$ cat config.mk
export PLATFORM = sky130hd
export DESIGN_NAME = mandelbrot_escape_time_core
export DESIGN_NICKNAME = d
export VERILOG_FILES = /design/src/design/mbe_pkg.sv /design/src/design/mbe_cfg.sv /design/src/design/mbe_mul.sv /design/src/design/mandelbrot_escape_time_core.sv
export SDC_FILE = /design/constraint.sdc
export NUM_CORES = 2
export LEC_CHECK = 0
export ABC_AREA = 0
export BUFFER_PORTS_ARGS = -buffer_cell sky130_fd_sc_hd__buf_2
export CAP_MARGIN = 20
export CORE_MARGIN = 2
export CORE_UTILIZATION = 65
export CTS_CLUSTER_SIZE = 12
export DETAILED_ROUTE_END_ITERATION = 12
export PLACE_DENSITY_LB_ADDON = 0.12
export RECOVER_POWER = 100
export SYNTH_ARGS = -nofsm -noshare
export SYNTH_HDL_FRONTEND = slang
export SYNTH_SLANG_ARGS = --single-unit
export TNS_END_PERCENT = 10
$ cat constraint.sdc
create_clock -name clock -period 10.6 [get_ports clock]
set_clock_uncertainty 0.1 [all_clocks]
set_input_delay 0 -clock clock [delete_from_list [all_inputs] [get_ports clock]]
set_output_delay 0 -clock clock [all_outputs]
set_load 0.03 [all_outputs]
$ cat src/design/mbe_pkg.sv
// ----------------------------------------------------------------------------
// mbe_pkg
// Shared widths, register indexes, reset values and the configuration
// bundle of the escape-time core.
// ----------------------------------------------------------------------------
package mbe_pkg;

   localparam int PIXEL_ROW_W    = 11;
   localparam int PIXEL_COLUMN_W = 12;
   localparam int PIXEL_INDEX_W  = 23;
   localparam int COUNT_W        = 16;
   localparam int WORD_W         = 32;
   localparam int PROD_W         = 2 * WORD_W;

   localparam int REQ_DATA_W     = 24;
   localparam int RSP_DATA_W     = 104;

   localparam int STEP_W         = 28;
   localparam int ROW_LENGTH_W   = 13;
   localparam int CSR_INDEX_W    = 2;
   localparam int CSR_DATA_W     = 28;

   localparam logic [CSR_INDEX_W-1:0] CSR_STEP_RE         = 2'd0;
   localparam logic [CSR_INDEX_W-1:0] CSR_STEP_IM         = 2'd1;
   localparam logic [CSR_INDEX_W-1:0] CSR_ITERATION_LIMIT = 2'd2;
   localparam logic [CSR_INDEX_W-1:0] CSR_ROW_LENGTH      = 2'd3;

   localparam logic [STEP_W-1:0]       STEP_RE_RESET         = 28'd489335;
   localparam logic [STEP_W-1:0]       STEP_IM_RESET         = 28'd497103;
   localparam logic [COUNT_W-1:0]      ITERATION_LIMIT_RESET = 16'd1000;
   localparam logic [ROW_LENGTH_W-1:0] ROW_LENGTH_RESET      = 13'd1920;

   typedef struct packed {
      logic [STEP_W-1:0]       step_re;
      logic [STEP_W-1:0]       step_im;
      logic [COUNT_W-1:0]      iteration_limit;
      logic [ROW_LENGTH_W-1:0] row_length;
   } cfg_type;

endpackage

$ cat src/design/mbe_cfg.sv
// ----------------------------------------------------------------------------
// mbe_cfg
// Configuration register file. Row length writes are clamped to the
// largest supported row length.
// ----------------------------------------------------------------------------
module mbe_cfg #(
   parameter int MAX_ROW_LENGTH = 4096
) (
   input  logic                               clock,
   input  logic                               reset,
   input  logic                               csr_wr_en,
   input  logic [mbe_pkg::CSR_INDEX_W-1:0]    csr_index,
   input  logic [mbe_pkg::CSR_DATA_W-1:0]     csr_wdata,
   output mbe_pkg::cfg_type                   cfg
);

   localparam int RL_FULL_W = $clog2(MAX_ROW_LENGTH + 1);
   localparam int RL_W = (RL_FULL_W < mbe_pkg::ROW_LENGTH_W) ? RL_FULL_W
                                                             : mbe_pkg::ROW_LENGTH_W;

   logic [mbe_pkg::STEP_W-1:0]       step_re_ff, step_re_in;
   logic [mbe_pkg::STEP_W-1:0]       step_im_ff, step_im_in;
   logic [mbe_pkg::COUNT_W-1:0]      limit_ff, limit_in;
   logic [RL_W-1:0]                  row_length_ff, row_length_in;
   logic [mbe_pkg::ROW_LENGTH_W-1:0] rl_value;
   logic [RL_W-1:0]                  rl_clamped;

   always_comb begin
      rl_value = csr_wdata[mbe_pkg::ROW_LENGTH_W-1:0];
      if (32'(rl_value) > 32'(MAX_ROW_LENGTH)) begin
         rl_clamped = RL_W'(MAX_ROW_LENGTH);
      end else begin
         rl_clamped = rl_value[RL_W-1:0];
      end
   end

   always_comb begin
      step_re_in    = step_re_ff;
      step_im_in    = step_im_ff;
      limit_in      = limit_ff;
      row_length_in = row_length_ff;
      if (csr_wr_en) begin
         unique case (csr_index)
            mbe_pkg::CSR_STEP_RE:         step_re_in    = csr_wdata[mbe_pkg::STEP_W-1:0];
            mbe_pkg::CSR_STEP_IM:         step_im_in    = csr_wdata[mbe_pkg::STEP_W-1:0];
            mbe_pkg::CSR_ITERATION_LIMIT: limit_in      = csr_wdata[mbe_pkg::COUNT_W-1:0];
            mbe_pkg::CSR_ROW_LENGTH:      row_length_in = rl_clamped;
            default: ;
         endcase
      end
   end

   always_ff @(posedge clock) begin
      if (reset) begin
         step_re_ff    <= mbe_pkg::STEP_RE_RESET;
         step_im_ff    <= mbe_pkg::STEP_IM_RESET;
         limit_ff      <= mbe_pkg::ITERATION_LIMIT_RESET;
         row_length_ff <= RL_W'(mbe_pkg::ROW_LENGTH_RESET);
      end else begin
         step_re_ff    <= step_re_in;
         step_im_ff    <= step_im_in;
         limit_ff      <= limit_in;
         row_length_ff <= row_length_in;
      end
   end

   assign cfg.step_re         = step_re_ff;
   assign cfg.step_im         = step_im_ff;
   assign cfg.iteration_limit = limit_ff;
   assign cfg.row_length      = mbe_pkg::ROW_LENGTH_W'(row_length_ff);

endmodule

$ cat src/design/mbe_mul.sv
// ----------------------------------------------------------------------------
// mbe_mul
// Shared signed 32 by 32 multiplier with a registered 64-bit product.
// ----------------------------------------------------------------------------
module mbe_mul (
   input  logic                               clock,
   input  logic signed [mbe_pkg::WORD_W-1:0]  mul_a,
   input  logic signed [mbe_pkg::WORD_W-1:0]  mul_b,
   output logic signed [mbe_pkg::PROD_W-1:0]  prod_ff
);

   logic signed [mbe_pkg::PROD_W-1:0] prod_in;

   assign prod_in = mbe_pkg::PROD_W'(mul_a) * mbe_pkg::PROD_W'(mul_b);

   always_ff @(posedge clock) begin
      prod_ff <= prod_in;
   end

endmodule

$ cat src/design/mandelbrot_escape_time_core.sv
// ----------------------------------------------------------------------------
// mandelbrot_escape_time_core
// The sequencer handles one pixel at a time and takes a new request only
// when idle. A pixel runs at most iteration_limit iterations; each
// iteration needs three products from the single shared multiplier plus
// an escape test state.
// Reset is synchronous and active high: it idles the sequencer, empties the
// result register and loads the configuration registers with their defaults.
// ----------------------------------------------------------------------------
module mandelbrot_escape_time_core #(
   parameter int FRACTION_BITS  = 28,
   parameter int MAX_ROW_LENGTH = 4096
) (
   input  logic                               clock,
   input  logic                               reset,
   // Request channel. tdata fields from bit 0 up: pixel_row[10:0],
   // pixel_column[22:11], zero pad [23].
   input  logic                               req_tvalid,
   output logic                               req_tready,
   input  logic [mbe_pkg::REQ_DATA_W-1:0]     req_tdata,
   // Response channel. tdata fields from bit 0 up: pixel_index[22:0],
   // escape_count[38:23], final_real[70:39], final_imag[102:71], zero pad [103].
   output logic                               rsp_tvalid,
   input  logic                               rsp_tready,
   output logic [mbe_pkg::RSP_DATA_W-1:0]     rsp_tdata,
   // Configuration write port.
   input  logic                               csr_wr_en,
   input  logic [mbe_pkg::CSR_INDEX_W-1:0]    csr_index,
   input  logic [mbe_pkg::CSR_DATA_W-1:0]     csr_wdata
);

   localparam int W     = mbe_pkg::WORD_W;
   localparam int PW    = mbe_pkg::PROD_W;
   // Width of a shifted square; the top bits of a 64-bit square that survive
   // the fraction shift.
   localparam int SQ_W  = PW - FRACTION_BITS;
   localparam int CMP_W = (SQ_W + 1 > FRACTION_BITS + 3) ? SQ_W + 1 : FRACTION_BITS + 3;

   // The fixed origin of the plane, -2.5 and -1.0, in wrapped 32-bit form.
   localparam logic [PW-1:0] ORIGIN_RE_FULL = 64'd0 - (64'd5 << (FRACTION_BITS - 1));
   localparam logic [PW-1:0] ORIGIN_IM_FULL = 64'd0 - (64'd1 << FRACTION_BITS);
   localparam logic [W-1:0]  ORIGIN_RE     = ORIGIN_RE_FULL[W-1:0];
   localparam logic [W-1:0]  ORIGIN_IM     = ORIGIN_IM_FULL[W-1:0];
   // Escape radius squared, 2*2, in the fixed-point scale.
   localparam logic [CMP_W-1:0] BAIL       = CMP_W'(4) << FRACTION_BITS;

   // One-hot sequencer. The four load states form c and the pixel index with
   // the shared multiplier; TEST, MUL_XY, MUL_XX and MUL_YY make up one
   // iteration of z = z*z + c.
   typedef enum logic [9:0] {
      ST_IDLE    = 10'b00_0000_0001,
      ST_LD_CRE  = 10'b00_0000_0010,
      ST_LD_CIM  = 10'b00_0000_0100,
      ST_LD_IDX  = 10'b00_0000_1000,
      ST_IDX_CAP = 10'b00_0001_0000,
      ST_TEST    = 10'b00_0010_0000,
      ST_MUL_XY  = 10'b00_0100_0000,
      ST_MUL_XX  = 10'b00_1000_0000,
      ST_MUL_YY  = 10'b01_0000_0000,
      ST_SPARE   = 10'b10_0000_0000
   } state_type;

   state_type                           state_ff, state_in;
   mbe_pkg::cfg_type                    cfg;

   logic [mbe_pkg::PIXEL_ROW_W-1:0]     row_ff, row_in;
   logic [mbe_pkg::PIXEL_COLUMN_W-1:0]  col_ff, col_in;
   logic [mbe_pkg::PIXEL_INDEX_W-1:0]   index_ff, index_in;
   logic [mbe_pkg::COUNT_W-1:0]         count_ff, count_in;
   logic [W-1:0]                        c_re_ff, c_re_in;
   logic [W-1:0]                        c_im_ff, c_im_in;
   logic [W-1:0]                        zr_ff, zr_in;
   logic [W-1:0]                        zi_ff, zi_in;
   logic [SQ_W-1:0]                     re2_ff, re2_in;
   logic [SQ_W-1:0]                     im2_ff, im2_in;
   logic                                rsp_tvalid_ff, rsp_tvalid_in;
   logic [mbe_pkg::RSP_DATA_W-1:0]      rsp_tdata_ff, rsp_tdata_in;

   logic signed [W-1:0]                 mul_a;
   logic signed [W-1:0]                 mul_b;
   logic signed [PW-1:0]                prod_ff;
   logic signed [PW-1:0]                prod_sq;
   logic signed [PW-1:0]                prod_cross;
   logic [PW-1:0]                       re2_ext;
   logic [PW-1:0]                       im2_ext;
   logic [W-1:0]                        new_re;
   logic [CMP_W-1:0]                    mag_sum;
   logic                                escaped;
   logic                                iterate;

   mbe_cfg #(
      .MAX_ROW_LENGTH (MAX_ROW_LENGTH)
   ) u_cfg (
      .clock     (clock),
      .reset     (reset),
      .csr_wr_en (csr_wr_en),
      .csr_index (csr_index),
      .csr_wdata (csr_wdata),
      .cfg       (cfg)
   );

   mbe_mul u_mul (
      .clock   (clock),
      .mul_a   (mul_a),
      .mul_b   (mul_b),
      .prod_ff (prod_ff)
   );

   // Operand selection for the shared multiplier. The product is registered,
   // so each state consumes what the previous state issued.
   always_comb begin
      unique case (state_ff)
         ST_LD_CRE: begin
            mul_a = W'(col_ff);
            mul_b = W'(cfg.step_re);
         end
         ST_LD_CIM: begin
            mul_a = W'(row_ff);
            mul_b = W'(cfg.step_im);
         end
         ST_LD_IDX: begin
            mul_a = W'(row_ff);
            mul_b = W'(cfg.row_length);
         end
         ST_MUL_XY: begin
            mul_a = zr_ff;
            mul_b = zr_ff;
         end
         ST_MUL_XX: begin
            mul_a = zi_ff;
            mul_b = zi_ff;
         end
         default: begin
            // TEST issues the cross product zr*zi with the old z.
            mul_a = zr_ff;
            mul_b = zi_ff;
         end
      endcase
   end

   // Fixed-point rescaling of products. Squares drop the full fraction; the
   // cross product drops one bit less, which doubles it. Both round toward
   // minus infinity through the arithmetic shift.
   assign prod_sq    = prod_ff >>> FRACTION_BITS;
   assign prod_cross = prod_ff >>> (FRACTION_BITS - 1);

   // The escape test uses the unwrapped squares, while the next real part
   // only needs their low word since it wraps to 32 bits anyway.
   assign re2_ext = PW'(re2_ff);
   assign im2_ext = PW'(im2_ff);
   assign new_re  = re2_ext[W-1:0] - im2_ext[W-1:0] + c_re_ff;
   assign mag_sum = CMP_W'(re2_ff) + CMP_W'(im2_ff);
   assign escaped = (mag_sum >= BAIL);
   assign iterate = !escaped && (count_ff < cfg.iteration_limit);

   always_comb begin
      state_in      = state_ff;
      row_in        = row_ff;
      col_in        = col_ff;
      index_in      = index_ff;
      count_in      = count_ff;
      c_re_in       = c_re_ff;
      c_im_in       = c_im_ff;
      zr_in         = zr_ff;
      zi_in         = zi_ff;
      re2_in        = re2_ff;
      im2_in        = im2_ff;
      rsp_tvalid_in = rsp_tvalid_ff;
      rsp_tdata_in  = rsp_tdata_ff;

      // The result register empties when its transaction completes; a new
      // result loaded in the same cycle overrides this below.
      if (rsp_tvalid_ff && rsp_tready) begin
         rsp_tvalid_in = 1'b0;
      end

      unique case (state_ff)
         ST_IDLE: begin
            if (req_tvalid) begin
               row_in   = req_tdata[mbe_pkg::PIXEL_ROW_W-1:0];
               col_in   = req_tdata[mbe_pkg::PIXEL_ROW_W +: mbe_pkg::PIXEL_COLUMN_W];
               count_in = '0;
               zr_in    = '0;
               zi_in    = '0;
               re2_in   = '0;
               im2_in   = '0;
               state_in = ST_LD_CRE;
            end
         end
         ST_LD_CRE: begin
            state_in = ST_LD_CIM;
         end
         ST_LD_CIM: begin
            // c_re sits at the pixel center: origin plus half a step plus
            // column times step, wrapped to 32 bits.
            c_re_in  = ORIGIN_RE + W'(cfg.step_re >> 1) + prod_ff[W-1:0];
            state_in = ST_LD_IDX;
         end
         ST_LD_IDX: begin
            c_im_in  = ORIGIN_IM + W'(cfg.step_im >> 1) + prod_ff[W-1:0];
            state_in = ST_IDX_CAP;
         end
         ST_IDX_CAP: begin
            index_in = prod_ff[mbe_pkg::PIXEL_INDEX_W-1:0]
                       + mbe_pkg::PIXEL_INDEX_W'(col_ff);
            state_in = ST_TEST;
         end
         ST_TEST: begin
            if (iterate) begin
               // The multiplier reads the old zr this cycle, so the new real
               // part can already be written back.
               zr_in    = new_re;
               count_in = count_ff + 1'b1;
               state_in = ST_MUL_XY;
            end else if (!rsp_tvalid_ff || rsp_tready) begin
               rsp_tvalid_in = 1'b1;
               rsp_tdata_in  = {1'b0, zi_ff, zr_ff, count_ff, index_ff};
               state_in      = ST_IDLE;
            end
         end
         ST_MUL_XY: begin
            zi_in    = prod_cross[W-1:0] + c_im_ff;
            state_in = ST_MUL_XX;
         end
         ST_MUL_XX: begin
            re2_in   = prod_sq[SQ_W-1:0];
            state_in = ST_MUL_YY;
         end
         ST_MUL_YY: begin
            im2_in   = prod_sq[SQ_W-1:0];
            state_in = ST_TEST;
         end
         default: begin
            state_in = ST_IDLE;
         end
      endcase
   end

   always_ff @(posedge clock) begin
      if (reset) begin
         state_ff      <= ST_IDLE;
         rsp_tvalid_ff <= 1'b0;
      end else begin
         state_ff      <= state_in;
         rsp_tvalid_ff <= rsp_tvalid_in;
      end
   end

   always_ff @(posedge clock) begin
      row_ff       <= row_in;
      col_ff       <= col_in;
      index_ff     <= index_in;
      count_ff     <= count_in;
      c_re_ff      <= c_re_in;
      c_im_ff      <= c_im_in;
      zr_ff        <= zr_in;
      zi_ff        <= zi_in;
      re2_ff       <= re2_in;
      im2_ff       <= im2_in;
      rsp_tdata_ff <= rsp_tdata_in;
   end

   // The sequencer takes a new transaction only when idle; a finished result
   // waits in its own register, so the next pixel can start meanwhile.
   assign req_tready = (state_ff == ST_IDLE);
   assign rsp_tvalid = rsp_tvalid_ff;
   assign rsp_tdata  = rsp_tdata_ff;

   // While a pixel is in flight its count never passes the limit.
   a_count_within_limit : assert property (
      @(posedge clock) disable iff (reset)
      (state_ff != ST_IDLE) |-> (count_ff <= cfg.iteration_limit)
   ) else $error("escape count ran past the iteration limit");

   // A result that stopped short of the limit must have escaped.
   a_short_count_escaped : assert property (
      @(posedge clock) disable iff (reset)
      ($rose(rsp_tvalid_ff) && (rsp_tdata_ff[38:23] < cfg.iteration_limit)) |-> escaped
   ) else $error("result stopped before the limit without escaping");

   // The squares are only taken after an escape test let the iteration go on,
   // with MUL_XY lying between TEST and MUL_XX.
   a_iteration_order : assert property (
      @(posedge clock) disable iff (reset)
      (state_ff == ST_MUL_XX) |-> ($past(state_ff, 2) == ST_TEST)
   ) else $error("iteration steps out of order");

endmodule
==> run metrics <==
commonest non-fill, non-tap cells in the layout inv_1 (1,172), fa_1 (1,114), nand2_1 (957); top cell type's share of synthesized area about 36%; DIE HEIGHT around 320 um; Num Clock Sinks between 500 and 600; die area about 100,000 um^2; # DRC 0; cell area after synthesis 62,920 um^2; HP Start req_tdata[8]; Synth Register Bits about 520; P&R area growth vs syn 9.468%; critical path data arrival time between 10 and 15 ns; first-pass GRT wire length 299,100 um; CP max FO 19; RR Startpoint state_ff[8]; wire per inst approximately 24 um; Startpoint Class flip-flop; Synth async-reset ratio 0%; Clock Tree Buf Depth 3; number of max-cap violations 2; period utilization roughly 98%; minimum clock period roughly 10 ns; CTS Buf Count 53; clock transition at the registers of the reported paths ~0.06 ns; H-tree depth 2; sequential area share after synthesis 22.48%; Setup TNS Final 0 ns; Setup crit end kind flip-flop; Worst Path Required ~11 ns; number of setup violations in the final report 0; run status complete, but fails checks; Antenna Nets Post-Route 0; clock latency on the worst-skew pair approximately 0.64 ns; DP Wirelength 158,900 um; via count between 40k and 50k; R2R cell count 34; vias in the first global route around 50k; Hold Path Class in -> reg; Peak Freq 96.70 MHz; Synth Instances 6,469; routed vias/inst 6.106; syn nets around 8.0k; failing checks max-capacitance violations, max-slew violations; TritonCTS clock tree built; Syn Area/Cell roughly 9.7 um^2; Worst Max-Slew Pin Slew ~2.6 ns; io pins ~170; routed wire length 197,700 um; cell type with the highest aggregate area in the netlist fa_1; clock root cell clkbuf_16; RSZ-0062 raised after global routing false; FP Rows approximately 110; Initial Utilization between 60% and 70%; EDFF count, synth 365; 1st-iter DRT viols roughly 5.4k; most common cell after layout, fill and taps aside inv_1; layout cells sized above 1 6.936%; RePlAce Congestion a little over 1; final net count between 8k and 9k; PortBufs 162; total track usage approximately 41%; pin count of the biggest net entering global routing 91; CP dominant cell by count fa_1; crit-path max cell delay ~0.6 ns; R2R Setup Slk 0.26 ns; top post-synthesis cells by area fa_1 (36%), edfxtp_1 (17%), ha_1 (7.3%); GRT Residual Overflow 0; antenna violations before repair 6; Max-slew headroom -75.92%; top_reg_cell synth edfxtp_1; critical path's top delay family adder cells; Buf+Inv Stages, Crit Path 8; WHS Endpoint row_ff[8]; Final Hold Viols 0; slowest cell on the critical path fa_1; Final Slew Violations 86; Synth Warn # 0; post-synth cell types 94; Core Box Area about 96,000 um^2; hold depth 2; r2r endpoint u_mul.prod_ff[60]; Pre-antenna DRT Iters 9; die span in x roughly 320 um; CP Class reg -> reg
[final cells by class]
type	count	area, um^2
clock buffers	89	1555
flip-flops and latches	524	14140
clock inverters	10	92.59
well taps	1276	1597
diodes	2	5.005
inverters	1174	4410
fillers	7340	27410
repair buffers	502	3744
multi-input cells	4506	43330
[worst reg2reg max path, delay by kind of cell, from the launching register on]
| family | cells | cell delay (ns) |
|---|---|---|
| adder cells (fa/ha/maj) | 9 | 4.39 |
| AND/OR/NAND/NOR | 9 | 1.83 |
| buffers and inverters | 8 | 1.66 |
| AO/OA/AOI/OAI | 8 | 1.87 |
| flip-flops | 1 | 0.44 |
[routing by layer]
layer / GRT usage [%] / wire length, um / vias to the layer above
met1: 50.62 / 69170 / 24600
met3: 10.60 / 22190 / 787
li1: - / - / 21060
met2: 62.98 / 89320 / 2893
met5: 0.4352 / 130 / -
met4: 27.79 / 16840 / 10
[through the flow]
step                      worst slack, ns  utilization (%)  instances  cell area, um^2  hold slack [ns]
after floorplan                    0.7974                -       6469            62920        -0.001131
after global placement             0.3714            68.82       7879            66260          0.07794
after detailed placement           0.1239            68.82       7879            66260          0.07855
after CTS                         0.05151            71.44       8065            68780        0.0001194
after global routing             0.002796            71.53       8081            68870          0.04324
final                              0.2590            71.54       8083            68870         0.002864
[Yosys cell counts (all sizes together), types with 33 or more instances]
cell type,count
dfxtp,159
nor3,65
xnor2,111
inv,1173
and3,34
nand2,957
nand4,36
a22oi,40
ha,365
o21ai,141
fa,1118
nor2b,36
nand3b,38
o21a,49
a22o,33
a211oi,35
buf,133
clkbuf,132
nand3,66
edfxtp,365
a21o,84
and2,98
a21oi,217
nor2,564
xor2,75
[how the worst max path moves through the flow]
stage,from,to,cells past startpoint
floorplan,state_ff[6],u_mul.prod_ff[60],34
global placement,state_ff[6],u_mul.prod_ff[63],36
detailed placement,state_ff[6],u_mul.prod_ff[63],36
CTS,state_ff[6],u_mul.prod_ff[63],36
global route,state_ff[8],u_mul.prod_ff[52],31
finish,state_ff[8],u_mul.prod_ff[60],34
[kinds of logic (layout without fill, tap and decap cells)]
logic type	after synthesis	after routing	synth area share, %
and+or+nand+nor	2024	2024	14.12
muxes	5	5	0.07955
adders and majority gates	1483	1483	42.83
other	1	3	0.005960
buffers and inverters	1439	1775	8.979
xor gates and xnor gates	186	186	2.589
DFF	524	524	22.48
AOI/OAI and AO/OA	807	807	8.919
[flip-flops by register name, indices dropped and copies added, names as in the netlist, 16 cells and up]
name              flops
c_im_ff              32
index_ff             23
u_cfg.step_re_ff     28
c_re_ff              32
zi_ff                32
zr_ff                32
count_ff             16
u_mul.prod_ff        64
u_cfg.limit_ff       16
im2_ff               36
u_cfg.step_im_ff     28
rsp_tdata           103
re2_ff               36
[repair_timing]
action / CTS / global route
hold buffers: 87 / 1
setup endpoints to repair: 0 / 16
gates resized for setup: 0 / 33
buffers inserted: 0 / 15
hold endpoints to repair: 117 / 1
Power is left out: the tool's default activity adds up to more than one toggle a clock period on the data nets, which glitch-free logic cannot reach.
